## config.mk

```make
export PLATFORM = sky130hd
export DESIGN_NAME = wheel_feedback_frame_parser_core
export DESIGN_NICKNAME = d
export VERILOG_FILES = /design/src/sv/wffp_pkg.sv /design/src/sv/wffp_frame_check.sv /design/src/sv/wheel_feedback_frame_parser_core.sv
export SDC_FILE = /design/constraint.sdc
export NUM_CORES = 1
export LEC_CHECK = 0
export BUFFER_PORTS_ARGS = -buffer_cell sky130_fd_sc_hd__clkbuf_2
export CAP_MARGIN = 20
export CORE_MARGIN = 5
export CORE_UTILIZATION = 57
export DETAILED_ROUTE_END_ITERATION = 8
export GPL_TIMING_DRIVEN = 0
export PLACE_DENSITY = 0.79
export SETUP_SLACK_MARGIN = 0.02
export SYNTH_ARGS = -nofsm -noshare
export SYNTH_HDL_FRONTEND = slang
export SYNTH_SLANG_ARGS = --single-unit
```

## constraint.sdc

```tcl
create_clock -name clk_i -period 9.9 [get_ports clk_i]
set_clock_uncertainty 0.15 [all_clocks]
set_input_delay 0.99 -clock clk_i [delete_from_list [all_inputs] [get_ports clk_i]]
set_output_delay 0.99 -clock clk_i [all_outputs]
set_load 0.05 [all_outputs]
```

## src/sv/wffp_pkg.sv

```systemverilog
// wffp_pkg: shared constants and types for the wheel feedback frame parser
// used by wffp_frame_check and wheel_feedback_frame_parser_core; no dependencies
`timescale 1ns / 1ps
`default_nettype none

package wffp_pkg;

  localparam int unsigned FRAME_LEN = 8;
  localparam int unsigned FreshW    = $clog2(FRAME_LEN + 1);

  typedef logic [FRAME_LEN-1:0][7:0] window_t;

  typedef struct packed {
    logic               match;
    logic signed [15:0] left_speed;
    logic signed [15:0] right_speed;
    logic [7:0]         status_first;
    logic [7:0]         status_second;
  } frame_t;

endpackage

`default_nettype wire

```

## src/sv/wffp_frame_check.sv

```systemverilog
// wffp_frame_check: head, freshness and additive checksum test on one byte window
// plus field extraction; depends on wffp_pkg
`timescale 1ns / 1ps
`default_nettype none

module wffp_frame_check (
  input  wire wffp_pkg::window_t              window_i,
  input  wire logic [7:0]                     head_byte_i,
  input  wire logic [wffp_pkg::FreshW-1:0]    fresh_i,
  output wffp_pkg::frame_t                    frame_o
);

  logic [7:0] sum;

  always_comb begin
    sum = 8'd0;
    for (int k = 0; k < wffp_pkg::FRAME_LEN - 1; k++) begin
      sum = sum + window_i[k];
    end
  end

  always_comb begin
    frame_o.match = (fresh_i == wffp_pkg::FreshW'(wffp_pkg::FRAME_LEN)) &&
                    (window_i[0] == head_byte_i) &&
                    (sum == window_i[wffp_pkg::FRAME_LEN-1]);
    // speeds are sent high byte first
    frame_o.left_speed    = $signed({window_i[1], window_i[2]});
    frame_o.right_speed   = $signed({window_i[3], window_i[4]});
    frame_o.status_first  = window_i[5];
    frame_o.status_second = window_i[6];
  end

endmodule

`default_nettype wire

```

## src/sv/wheel_feedback_frame_parser_core.sv

```systemverilog
// wheel_feedback_frame_parser_core: top level of the wheel feedback frame parser
// depends on wffp_pkg and wffp_frame_check
//
// usage
//   input channel: one received serial byte per transfer (in_valid_i / in_ready_o)
//   output channel: one decoded frame per transfer (out_valid_o / out_ready_i),
//     left and right speed as signed 16-bit values, then two status bytes
//   cfg_we_i writes head_byte from cfg_wdata_i; write only while idle
//   a byte is taken in every cycle while the output register is empty or
//     being drained, so throughput is one byte per cycle
//   latency: a frame completed by a byte shows on the output one cycle after
//     that byte's transfer; the whole check runs between the byte window and
//     the output register in one cycle (adder chain over FRAME_LEN-1 bytes)
//   bytes that complete no frame give no output
//   a stall on the output holds the frame and stops input only while it waits
//   reset clears the window, the freshness count, head_byte and the output valid;
//     no frame can be reported until FRAME_LEN bytes have arrived
`timescale 1ns / 1ps
`default_nettype none

module wheel_feedback_frame_parser_core (
  input  wire logic               clk_i,
  input  wire logic               rst_ni,
  input  wire logic               cfg_we_i,
  input  wire logic [7:0]         cfg_wdata_i,
  input  wire logic               in_valid_i,
  output logic                    in_ready_o,
  input  wire logic [7:0]         byte_in_i,
  output logic                    out_valid_o,
  input  wire logic               out_ready_i,
  output logic signed [15:0]      left_speed_o,
  output logic signed [15:0]      right_speed_o,
  output logic [7:0]              status_first_o,
  output logic [7:0]              status_second_o
);

  localparam logic [wffp_pkg::FreshW-1:0] FreshFull = wffp_pkg::FreshW'(wffp_pkg::FRAME_LEN);

  logic [7:0]                  head_q;
  wffp_pkg::window_t           window_q, window_d;
  logic [wffp_pkg::FreshW-1:0] fresh_q, fresh_inc, fresh_d;
  wffp_pkg::frame_t            frame;
  logic                        out_valid_q;
  wffp_pkg::frame_t            out_q;
  logic                        in_xfer;

  assign in_ready_o = !out_valid_q || out_ready_i;
  assign in_xfer    = in_valid_i && in_ready_o;

  // window and freshness count after this byte slides in, oldest byte at index 0
  always_comb begin
    for (int k = 0; k < wffp_pkg::FRAME_LEN - 1; k++) begin
      window_d[k] = window_q[k+1];
    end
    window_d[wffp_pkg::FRAME_LEN-1] = byte_in_i;
    fresh_inc = (fresh_q < FreshFull) ? fresh_q + 1'b1 : fresh_q;
    fresh_d   = frame.match ? '0 : fresh_inc;
  end

  wffp_frame_check u_check (
    .window_i    (window_d),
    .head_byte_i (head_q),
    .fresh_i     (fresh_inc),
    .frame_o     (frame)
  );

  always_ff @(posedge clk_i or negedge rst_ni) begin
    if (!rst_ni) begin
      head_q      <= 8'd0;
      window_q    <= '0;
      fresh_q     <= '0;
      out_valid_q <= 1'b0;
    end else begin
      if (cfg_we_i) begin
        head_q <= cfg_wdata_i;
      end
      if (in_xfer) begin
        window_q    <= window_d;
        fresh_q     <= fresh_d;
        out_valid_q <= frame.match;
      end else if (out_ready_i) begin
        out_valid_q <= 1'b0;
      end
    end
  end

  always_ff @(posedge clk_i) begin
    if (in_xfer && frame.match) begin
      out_q <= frame;
    end
  end

  assign out_valid_o     = out_valid_q;
  assign left_speed_o    = out_q.left_speed;
  assign right_speed_o   = out_q.right_speed;
  assign status_first_o  = out_q.status_first;
  assign status_second_o = out_q.status_second;

`ifndef SYNTH
  a_out_from_input : assert property (@(posedge clk_i) disable iff (!rst_ni)
    $rose(out_valid_q) |-> $past(in_xfer))
    else $error("output valid rose without an input transfer");

  a_fresh_restart : assert property (@(posedge clk_i) disable iff (!rst_ni)
    (in_xfer && frame.match) |=> (fresh_q == '0))
    else $error("freshness count not restarted after a frame");

  a_fresh_bound : assert property (@(posedge clk_i) disable iff (!rst_ni)
    fresh_q <= FreshFull)
    else $error("freshness count beyond frame length");

  a_no_match_early : assert property (@(posedge clk_i) disable iff (!rst_ni)
    (fresh_q < FreshFull - 1'b1) |-> !frame.match)
    else $error("frame matched before window was fresh");
`endif

endmodule

`default_nettype wire
```

==> results by stage, run 1 <==
Worst setup path:
- The total stage count of the critical path is 13.
- For this design, the slowest cell found on the critical path is sky130_fd_sc_hd__nor3_2.
- In this run the critical register-to-register path is captured at status_second_o[3].
- The worst setup path is captured at a register.
- The delay of the slowest critical-path stage is a little under 0.8 ns.
- The largest delay contributor family on the critical path is adder cells.
- The critical path required time is ~10 ns.
- The start of the worst register-to-register path is window_d[18].
- In this run the register-to-register setup slack is 4.58 ns.
- Walking the worst path, the cells encountered are fa_1 -> inv_1 -> fa_1 -> fa_1 -> inv_1 -> fa_1 -> fa_1 -> xnor2_1 -> nand4_1 -> a21oi_1 -> nand4_1 -> nor3_2 -> buf_6.
- The cell that appears most often on the critical path is sky130_fd_sc_hd__fa_1.
- The critical-path maximum fanout is 14.
- The worst setup path is launched from a register.
- The critical path in this run is classified as reg -> reg.
- The number of cells on the worst reg-to-reg path is 13.
- The buffers plus inverters on the worst setup path is 3.
- The arrival time at the worst endpoint is between 5 and 6 ns.

Clock network:
- After clock tree synthesis, the setup repair step added 0 buffers.
- At the later pin of the worst-skew pair, clock insertion delay measures 0.51 ns.
- Hold repair after CTS inserted 0 buffers.
- TritonCTS built the clock tree.
- In this run, post-CTS repair resized a total of 0 instances.
- The total clock sinks is between 100 and 150.
- The number of clock buffers added by TritonCTS is 17.
- In this run the number of H-tree levels came out at 4.
- Counting along the longest clock path gives a buffer depth of 2.
- The clock-pin slew reported for the worst setup and hold paths after clock tree synthesis is approximately 0.06 ns.
- Clock tree synthesis selected as its root buffer the cell sky130_fd_sc_hd__clkbuf_8.

Timing:
- The worst slew margin relative to its limit is 41.04%.
- The count of final setup violators is 0.
- The final number of max-transition violations came to 0.
- The total count of hold-check failures in the final report is 0.
- The slack of the critical path is around 4.6 ns.
- After routing, the total negative slack on setup checks comes to 0 ns.
- Setup repair after global routing left no endpoint under its margin.
- For the pin with the worst max-slew slack, the measured transition is roughly 0.9 ns.
- Dividing the final minimum period by the clock period gives a little over half.
- The worst-case hold slack is approximately 0.30 ns.
- Based on the critical path, the design can be clocked at up to between 0.15 and 0.2 GHz.
- The routed design could run at a clock period as short as roughly 5.3 ns.

Global routing:
- Entering global routing, the biggest net connects just over 40 pins.
- The total congestion overflow is 0.
- The initial antenna violation count is 0.
- The number of global-route vias before repair was between 3k and 4k.
- The global-route wire length before repair is 16,680 um.
- The total global routing track utilization is roughly a fifth.

Synthesis:
- Counting flops and latches in the post-synthesis netlist gives between 100 and 150.
- The mapped netlist covers about 5300 um2.
- Synthesis produced a netlist whose cell count is between 300 and 400.
- During synthesis, Yosys emitted a total of 0 warnings.
- The number of nets handed over by synthesis was just under 400.
- The number of distinct library cells after synthesis is 27.
- Averaged over all synthesized cells, the footprint is ~16 um2.
- The post-synthesis sequential area ratio is 59.72%.

Placed design:
- At the placement stage, the worst setup path has a slack of approximately 4.6 ns.
- Routability-driven placement finished with a final weighted congestion of between 0.7 and 0.8.
- After detailed placement, the design holds a cell count of 516.
- The estimated wirelength of the detail-placed design is between 6000 and 7000 um.
- Buffers placed on the I/O ports in this run total 69.

Cells and area:
- The signed area change from the synthesized netlist to the final layout is 23.00%.
- The area taken by flip-flops and latches is roughly 3200 um2.
- The number of diodes is 0.
- Counting the fill cells in the layout gives approximately 580.
- The post-route netlist has about two fifths of its cells at a drive strength greater than 1.
- The non-filler instance count after layout is 548.
- The number of nets in the finished design is 487.
- In the final layout, the multi-input gates occupy between 1500 and 2000 um2.

Drt:
- The via count is ~2.9k.
- After detailed routing, the number of remaining DRC violations is 0.
- Using the TritonRoute via totals, the vias-per-cell ratio works out to 5.297.
- The first-pass iteration count of the detailed router is 4.
- The number of design-rule violations left by the first detailed-router iteration is 79.
- The remaining antenna violation count is 0.
- The final routed wire length divided by cell count is 17.85 um.
- The wire length reported by the detailed router is about 9800 um.

Die:
- The count of pins on the block boundary is just over 70.
- In this run the vertical extent of the chip is around 110 um.
- Row generation in the floorplan step produced 35 rows.
- The starting density of the core is between 50 and 60%.
- The die area is between 10,000 and 15,000 um2.
- The width of the die is around 110 um.
- The core region area is 9153 um2.

Job:
- Across the run, the number of max-cap violations was 0.

Outcome:
- The flow ran to the end, and the final reports show no timing, DRC or antenna violations.

Hold path:
- The path class of the tightest hold or removal check is in -> async.
-- through the flow --
stage / util, % / cell area (um2)
after CTS: 71.29 / 6525
after floorplan: - / 5305
final: 71.29 / 6525
after detailed placement: 63.92 / 5851
after global routing: 71.29 / 6525
after global placement: 63.25 / 5789
-- cell type report --
cell class,count,area share (%)
clock inverters,14,3.778
repair buffers,73,6.155
well taps,111,2.128
inverters,37,2.128
multi-input cells,171,30.30
flip-flops and latches,117,48.55
clock buffers,18,6.558
plain buffers,7,0.4027
-- routing by layer --
metal	up-vias	GRT usage, %	routed length [um]
met3	18	6.922	507
li1	1325	-	-
met2	70	34.43	5289
met5	-	0	0
met4	0	5.845	192
met1	1490	22.77	3791
-- cells in the final DEF (no fill, tap or decap), types with 2 or more instances in the layout --
| cell type | synthesis | routed |
|---|---|---|
| sky130_fd_sc_hd__dfrtp_1 | 69 | 69 |
| sky130_fd_sc_hd__clkbuf_2 | 0 | 68 |
| sky130_fd_sc_hd__mux2_2 | 62 | 62 |
| sky130_fd_sc_hd__edfxtp_1 | 48 | 48 |
| sky130_fd_sc_hd__inv_1 | 37 | 37 |
| sky130_fd_sc_hd__fa_1 | 32 | 32 |
| sky130_fd_sc_hd__xnor2_1 | 23 | 23 |
| sky130_fd_sc_hd__clkbuf_16 | 0 | 16 |
| sky130_fd_sc_hd__ha_1 | 10 | 10 |
| sky130_fd_sc_hd__nand2_1 | 9 | 9 |
| sky130_fd_sc_hd__buf_1 | 6 | 6 |
| sky130_fd_sc_hd__bufinv_16 | 0 | 6 |
| sky130_fd_sc_hd__xor2_1 | 5 | 5 |
| sky130_fd_sc_hd__clkinv_4 | 0 | 5 |
| sky130_fd_sc_hd__nand4_1 | 4 | 4 |
| sky130_fd_sc_hd__a21oi_1 | 4 | 4 |
| sky130_fd_sc_hd__xnor3_1 | 3 | 3 |
| sky130_fd_sc_hd__o21ai_0 | 3 | 3 |
| sky130_fd_sc_hd__buf_6 | 0 | 3 |
| sky130_fd_sc_hd__and3_1 | 2 | 2 |
| sky130_fd_sc_hd__nor2_1 | 2 | 2 |
| sky130_fd_sc_hd__nand3_1 | 2 | 2 |
| sky130_fd_sc_hd__clkbuf_8 | 0 | 2 |
| sky130_fd_sc_hd__inv_6 | 0 | 2 |
-- sequential cells by signal, indices dropped and copies added, names as in the netlist --
signal,cells
status_second_o,8
status_first_o,8
left_speed_o,16
fresh_q,4
head_q,8
window_d,56
right_speed_o,16
out_valid_o,1
-- worst max-delay path by stage --
stage            startpoint            endpoint  slack, ns
2_1_floorplan  window_d[18]     left_speed_o[0]       2.32
3_3_place_gp   window_d[18]    left_speed_o[10]       0.75
3_5_place_dp   window_d[18]    left_speed_o[15]       4.57
4_1_cts        window_d[18]    left_speed_o[15]       4.53
5_1_grt        window_d[18]  status_second_o[3]       4.32
6_report       window_d[18]  status_second_o[3]       4.58
-- Yosys cell counts --
cell type	number	area, um2
sky130_fd_sc_hd__xnor2_1	23	201.4
sky130_fd_sc_hd__and3_1	2	12.51
sky130_fd_sc_hd__ha_1	10	125.1
sky130_fd_sc_hd__nand3_1	2	10.01
sky130_fd_sc_hd__a211oi_1	1	7.510
sky130_fd_sc_hd__a211o_1	1	8.760
sky130_fd_sc_hd__a31o_1	1	8.760
sky130_fd_sc_hd__xnor3_1	3	67.56
sky130_fd_sc_hd__nor3_1	2	10.01
sky130_fd_sc_hd__clkbuf_1	1	3.750
sky130_fd_sc_hd__xor2_1	5	43.79
sky130_fd_sc_hd__nand4_1	4	25.02
sky130_fd_sc_hd__nor4_1	1	6.260
sky130_fd_sc_hd__or2_1	1	6.260
sky130_fd_sc_hd__nor2_1	2	7.510
sky130_fd_sc_hd__nand2_1	9	33.78
sky130_fd_sc_hd__fa_1	32	640.6
sky130_fd_sc_hd__a21oi_1	4	20.02
sky130_fd_sc_hd__o32a_1	1	10.01
sky130_fd_sc_hd__inv_1	37	138.9
sky130_fd_sc_hd__o21ai_0	3	15.01
sky130_fd_sc_hd__nand2b_1	1	6.260
sky130_fd_sc_hd__mux2_2	62	698.2
sky130_fd_sc_hd__edfxtp_1	48	1441
sky130_fd_sc_hd__dfrtp_1	69	1727
sky130_fd_sc_hd__o31ai_1	1	7.510
sky130_fd_sc_hd__buf_1	6	22.52
-- kinds of logic after synthesis --
kind of cell               count (synthesis)  share of synthesized area (%)
AOI/OAI and AO/OA                         12                          1.462
xor gates and xnor gates                  31                          5.896
adders and majority gates                 42                          14.43
buffers and inverters                     44                          3.113
DFF                                      117                          59.72
muxes                                     62                          13.16
and+or+nand+nor                           24                          2.217
Power of run 1 is not shown: default switching activity piles up to over one toggle a cycle in this logic, so the estimate is an artifact.
==> run 2: changes to the inputs <==
Clock period 9.9 ns to 5.2 ns, I/O delays scaled along.
==> run 2 against run 1 <==
- count of clock-buffer cells in the layout did not move
- global-route usage shrank 0.090 points
- design area increased by 0.33%
- via count down 0.34%
- largest cell class unchanged
==> results by stage, run 2 (synthesis results as in run 1) <==
Timing:
- Setup violations remaining at the end of the flow were counted as 0.
- The total count of hold-check failures in the final report is 0.
- For this run, the top clock speed supported by timing is 0.2030 GHz.
- Dividing the final minimum period by the clock period gives roughly 95%.
- The slack of the critical path is 0.2737 ns.
- At the pin with the least slew margin, the transition time is slightly below 0.9 ns.
- Measured against its own limit, the worst slew margin works out to a little over two fifths.
- The final number of max-transition violations is 0.
- The smallest clock period supported by the final layout is computed as ~4.9 ns.
- Setup repair after global routing left no endpoint under its margin.

Drt:
- After the first detailed-routing iteration, the DRC count stood at between 70 and 80.
- The detailed router placed approximately 2.9k vias in this run.
- The DRC violations left is 0.
- The remaining antenna violation count is 0.
- After detailed routing, the average wire length per cell comes to 17.52 um.
- Before antenna repair, the detailed router went through 4 iterations.
- The wire length reported by the detailed router is slightly below 10,000 um.
- Dividing the detail-routed via count by the number of cells gives 5.270.

Placed design:
- The pre-CTS setup slack is -0.1782 ns.
- The number of buffers inserted by port buffering is a little under 70.
- The estimated wirelength of the detail-placed design is about 6800 um.
- The number of instances in the placed design is 515.
- The global placement routability congestion is around 0.77.

Cells and area:
- The post-route netlist has 39.04% of its cells at a drive strength greater than 1.
- The area of the multi-input gates is 2007 um2.
- The number of antenna diodes in the final layout is 0.
- The number of nets in the finished design is slightly below 500.
- The core occupancy in the finished layout is 71.52%.
- Across the whole layout, storage elements account for approximately 3200 um2.
- The flip-flop count of the largest register after layout is 56.
- The top cell types in the final layout, fill and taps aside, are sky130_fd_sc_hd__dfrtp_1 (69), sky130_fd_sc_hd__clkbuf_2 (68), sky130_fd_sc_hd__mux2_2 (62), sky130_fd_sc_hd__edfxtp_1 (48), sky130_fd_sc_hd__inv_1 (37).
- The leading cell type in the layout, fill and taps excluded is sky130_fd_sc_hd__dfrtp_1.
- Relative to the synthesized area, the layout overhead comes to 23.40%.
- The total of fill cells in the finished design is between 600 and 700.
- The non-filler instance count after layout is ~550.

Worst setup path:
- The worst setup path is captured at a register.
- The arrival time at the worst endpoint is about 5 ns.
- The critical path required time is approximately 5.3 ns.
- The critical-path maximum fanout is 18.
- The class of the most critical setup path is reg -> reg.
- The number of cells on the worst reg-to-reg path is 14.
- STA classifies the critical path startpoint as a register.

Global routing:
- The total global routing track utilization is 19.55%.
- The number of global-route vias before repair came to around 3.3k.
- The pin count of the biggest net entering global routing is 41.
- The total congestion overflow is 0.
- The first global-routing pass estimated 16,620 um of wire.
- The initial antenna violation count is 0.

Die:
- The height of the die is ~110 um.
- The number of cell rows is 35.
- After floorplanning, the core was sized to cover 9153 um2.
- The count of pins on the block boundary is 71.
- Once the floorplan was initialized, standard cells occupied between 50 and 60% of the core.
- The width of the die is between 100 and 150 um.
- The die area is 11,340 um2.

Clock network:
- Once the clock tree was built, the resizer swapped 0 gates to a different size.
- The buffer levels on the longest clock path is 2.
- The clock-pin slew reported for the worst setup and hold paths after clock tree synthesis is about 0.06 ns.
- The clock tree from TritonCTS is built.
- The clock latency of the later-clocked register in the worst-skew pair is slightly above 0.5 ns.
- For this design, the sink count on the clock tree is about 120.
- CTS placed an instance of sky130_fd_sc_hd__clkbuf_8 at the clock tree root.
- TritonCTS created 17 clock buffers.
- The CTS H-tree depth is 4.

Outcome:
- The run finished with clean final reports.

Job:
- The max-capacitance violation count is 0.

Hold path:
- Along the worst hold path, the cell count comes to 2.
- The classification of the worst-slack hold path is in -> reg.
[run 2: area by class of cell]
class,count,share of cell area (%)
inverters,37,2.122
flip-flops and latches,117,48.39
clock buffers,18,6.537
multi-input cells,171,30.66
repair buffers,74,6.728
clock inverters,14,3.039
plain buffers,7,0.4014
well taps,111,2.122
[run 2: worst max-delay path: stages (launching register included)]
cell and delay, ns:
sky130_fd_sc_hd__dfrtp_1 0.42, sky130_fd_sc_hd__fa_1 0.55, sky130_fd_sc_hd__inv_1 0.06, sky130_fd_sc_hd__fa_1 0.50
sky130_fd_sc_hd__fa_1 0.50, sky130_fd_sc_hd__inv_1 0.05, sky130_fd_sc_hd__fa_1 0.49, sky130_fd_sc_hd__fa_1 0.58
sky130_fd_sc_hd__xnor2_1 0.13, sky130_fd_sc_hd__nand4_1 0.15, sky130_fd_sc_hd__a21oi_1 0.16, sky130_fd_sc_hd__nand4_1 0.19
sky130_fd_sc_hd__nor3_4 0.33, sky130_fd_sc_hd__buf_16 0.20, sky130_fd_sc_hd__buf_16 0.17
[run 2: layer usage]
metal / vias to the layer above / wire length [um] / track usage (%)
li1: 1324 / - / -
met1: 1486 / 3955 / 23.69
met2: 68 / 5170 / 33.48
met3: 15 / 324 / 5.525
met4: 0 / 170 / 7.215
met5: - / 0 / 0
[run 2: worst paths after layout]
path                       slack [ns]      startpoint                  to
min reg2reg                      0.33    window_d[54]  status_second_o[6]
min in group asynchronous        0.37          rst_ni           head_q[1]
min                              0.09  cfg_wdata_i[6]           head_q[6]
max reg2reg                      0.27    window_d[42]    right_speed_o[1]
max                              0.27    window_d[42]    right_speed_o[1]
max in group asynchronous        3.98          rst_ni        window_d[50]
[run 2: through the flow]
| step | hold WS (ns) | TNS, ns | cell area [um2] |
|---|---|---|---|
| 2_1_floorplan | 0.07441 | -4.073 | 5340 |
| 3_3_place_gp | 0.3053 | -35.62 | 5824 |
| 3_5_place_dp | 0.3158 | -3.302 | 5902 |
| 4_1_cts | 0.07605 | 0 | 6546 |
| 5_1_grt | 0.06917 | 0 | 6546 |
| 6_report | 0.09022 | 0 | 6546 |
[run 2: what timing repair did]
action | CTS | global route
buffers inserted | 1 | 0
setup endpoints to repair | 34 | 0
endpoints found under the hold margin | 29 | 0
hold buffers | 1 | 0
Power of run 2 is left out for the same reason.
==> run 3: changes to the inputs <==
Settings changed: CORE_UTILIZATION 57 to 30, CTS_CLUSTER_SIZE set to 25, PLACE_DENSITY 0.79 to not set, PLACE_DENSITY_LB_ADDON set to 0.3.
==> run 3 against run 2 <==
- die area increased by 80%
- critical path depth increased by 1
- non-clock buffer count increased by 2
- core utilization decreased by 33 points
- sequential share of layout area decreased by 1.0 points
- global-route usage decreased by 8.3 points
- largest cell class unchanged
- first-iteration DRC count increased by 15%
==> results by stage, run 3 (synthesis results as in run 1) <==
Outcome:
- The run finished with clean final reports.

Timing:
- Measured against its own limit, the worst slew margin works out to 38.48%.
- At the pin with the least slew margin, the transition time is 0.9228 ns.
- Setup repair after global routing left no endpoint under its margin.
- The minimum clock period after layout is 4.816 ns.
- The summed negative setup slack over all endpoints is 0 ns.
- The slack of the critical path is between 0.3 and 0.4 ns.
- The final number of max-transition violations is 0.
- The timing-limited maximum frequency is slightly above 0.2 GHz.
- Setup violations remaining at the end of the flow were counted as 0.
- The total count of hold-check failures in the final report came to 0.
- The final critical path takes up between 90% and 100% of the cycle.

Drt:
- After detailed routing, the total wire length is around 10,000 um.
- The via count is 2,903.
- Summed over all nets, wire length on met2 after detailed routing comes to between 4000 and 5000 um.
- In the routed design, unresolved DRC markers number 0.
- The detailed route wirelength on metal3 is roughly 640 um.
- For this block, wires on met1 add up to around 4700 um.
- After detailed routing, the average wire length per cell comes to ~16 um.
- The top layer used by detailed routing is met4.
- The first-pass iteration count of the detailed router is 4.
- After detailed routing, the number of vias per cell comes to about 4.4.
- The first routing iteration left 83 violations.
- The detail route stage leaves a number of antenna-violating nets equal to 0.

Cells and area:
- The repair_antennas step left the layout with diodes totalling 0.
- The library cell used most frequently in the layout, excluding fill and tap cells, is sky130_fd_sc_hd__dfrtp_1.
- In the layout the commonest cells are sky130_fd_sc_hd__dfrtp_1 (69), sky130_fd_sc_hd__clkbuf_2 (68), sky130_fd_sc_hd__mux2_2 (62), sky130_fd_sc_hd__edfxtp_1 (48), sky130_fd_sc_hd__inv_1 (37).
- The fraction of final layout cells with drive strength greater than 1 is 39.32%.
- The flip-flop count of the largest register after layout is 56.
- The number of nets in the finished design is 490.
- The core occupancy in the finished layout is 38.66%.
- The non-filler instance count after layout is 665.
- The total of fill cells in the finished design is between 1.5k and 2k.
- Relative to the synthesized area, the layout overhead comes to 26.04%.

Clock network:
- The number of clock buffers added by TritonCTS is 17.
- The clock tree from TritonCTS is built.
- The clock root buffer is sky130_fd_sc_hd__clkbuf_16.
- The clock-pin slew reported for the worst setup and hold paths after clock tree synthesis is roughly 0.060 ns.
- The buffer levels on the longest clock path is 2.
- The total clock sinks is between 100 and 150.
- The CTS H-tree depth is 4.
- The clock latency of the later-clocked register in the worst-skew pair is a little over 0.4 ns.

Worst setup path:
- The worst setup path is launched from a register.
- The start of the worst register-to-register path is window_d[17].
- The number of cells on the worst reg-to-reg path is 15.
- The buffers plus inverters on the worst setup path is 4.
- The slowest stage of the critical path is the sky130_fd_sc_hd__fa_1 cell.
- The largest delay contributor family on the critical path is adder cells.
- For the worst setup path, the data required time is ~5.2 ns.
- STA puts the critical path data arrival time at roughly 4.8 ns.
- The reg-to-reg critical path endpoint is left_speed_o[3].
- For this run, the slowest stage of the critical path takes approximately 0.55 ns.
- The slack of the worst reg-to-reg path is 0.38 ns.
- Walking the worst path, the cells encountered are fa_1 -> inv_1 -> fa_1 -> fa_1 -> inv_1 -> ha_1 -> ha_1 -> fa_1 -> xnor2_1 -> nand4_1 -> a21oi_1 -> nand4_1 -> nor3_4 -> buf_4 -> buf_8.
- The critical-path maximum fanout is 22.
- Counting stages on the worst path, the most repeated cell is sky130_fd_sc_hd__fa_1.
- The worst setup path is of the reg -> reg kind.
- The nature of the critical path endpoint is a register.

Hold path:
- The startpoint identified for the worst hold timing path is cfg_wdata_i[7].
- The worst hold path cell count is 2.
- The worst hold path belongs to the class in -> reg.
- The worst hold path terminates at head_q[7].

Die:
- The die covers between 20,000 and 25,000 um2.
- The core region is 17,300 um2.
- The initial utilization of the core area, before any placement, comes to between 30% and 40%.
- The width of the die is 143.0 um.
- The count of pins on the block boundary is 71.
- The number of cell rows is 48.
- The height of the die is 143.0 um.

Job:
- The max-capacitance violation count is 0.

Global routing:
- The total global routing track utilization is between 10% and 20%.
- Entering global routing, the biggest net connects 61 pins.
- The number of global-route vias before repair was approximately 3.2k.
- The initial antenna violation count came to 0.
- For this run the aggregate overflow at the end of global routing stands at 0.
- The first global-routing pass estimated 17,150 um of wire.

Placed design:
- Including well taps, the total number of placed cells is about 630.
- The pre-CTS setup slack is ~0.11 ns.
- The global placement routability congestion is roughly 0.74.
- The number of buffers inserted by port buffering is between 60 and 70.
- The estimated wirelength of the detail-placed design is 7732 um.
==> run 3: changes by cell type in the layout (fill, tap and decap cells not counted) <==
cell,before,now
sky130_fd_sc_hd__buf_4,1,3
sky130_fd_sc_hd__bufinv_16,4,3
sky130_fd_sc_hd__clkinvlp_4,1,3
sky130_fd_sc_hd__buf_8,0,1
sky130_fd_sc_hd__clkinv_4,4,2
sky130_fd_sc_hd__clkbuf_16,16,17
sky130_fd_sc_hd__clkbuf_8,2,1
sky130_fd_sc_hd__buf_12,1,0
sky130_fd_sc_hd__inv_6,3,4
==> run 3: through the flow <==
step / instance area [um2] / hold slack [ns]
3_3_place_gp: 5967 / 0.3098
2_1_floorplan: 5340 / 0.07441
5_1_grt: 6686 / 0.1786
3_5_place_dp: 6040 / 0.2530
4_1_cts: 6664 / 0.1755
6_report: 6686 / 0.1915
==> run 3: routing by layer <==
metal	global-route usage, %	vias up
met5	0	-
met4	4.002	0
met3	4.253	12
met2	17.75	75
met1	14.35	1494
li1	-	1322
==> run 3: layout make-up <==
type / count / area [um2] / area share, %
tap: 225 / 281.5 / 4.210
sequential: 117 / 3168 / 47.38
multi-input combinational: 171 / 2007 / 30.01
timing repair buffer: 76 / 450.4 / 6.737
buffer: 7 / 26.28 / 0.3930
clock buffer: 18 / 439.2 / 6.568
inverter: 37 / 138.9 / 2.077
clock inverter: 14 / 175.2 / 2.620
==> run 3: what timing repair did <==
item / 4_1_cts / 5_1_grt
buffers inserted: 0 / 3
hold buffers: 1 / 0
resized for setup: 0 / 0
endpoints found under the setup margin: 0 / 40
hold endpoints to repair: 9 / 0
==> run 3: worst max path at each step <==
stage	startpoint	to	slack [ns]	cells past startpoint
2_1_floorplan	window_d[42]	left_speed_o[0]	-0.08	12
3_3_place_gp	window_d[17]	left_speed_o[12]	-0.86	13
3_5_place_dp	window_d[17]	left_speed_o[12]	0.11	14
4_1_cts	window_d[42]	left_speed_o[2]	0.09	13
5_1_grt	window_d[17]	left_speed_o[2]	0.18	15
6_report	window_d[17]	left_speed_o[3]	0.38	15
Power of run 3 is left out for the same reason.
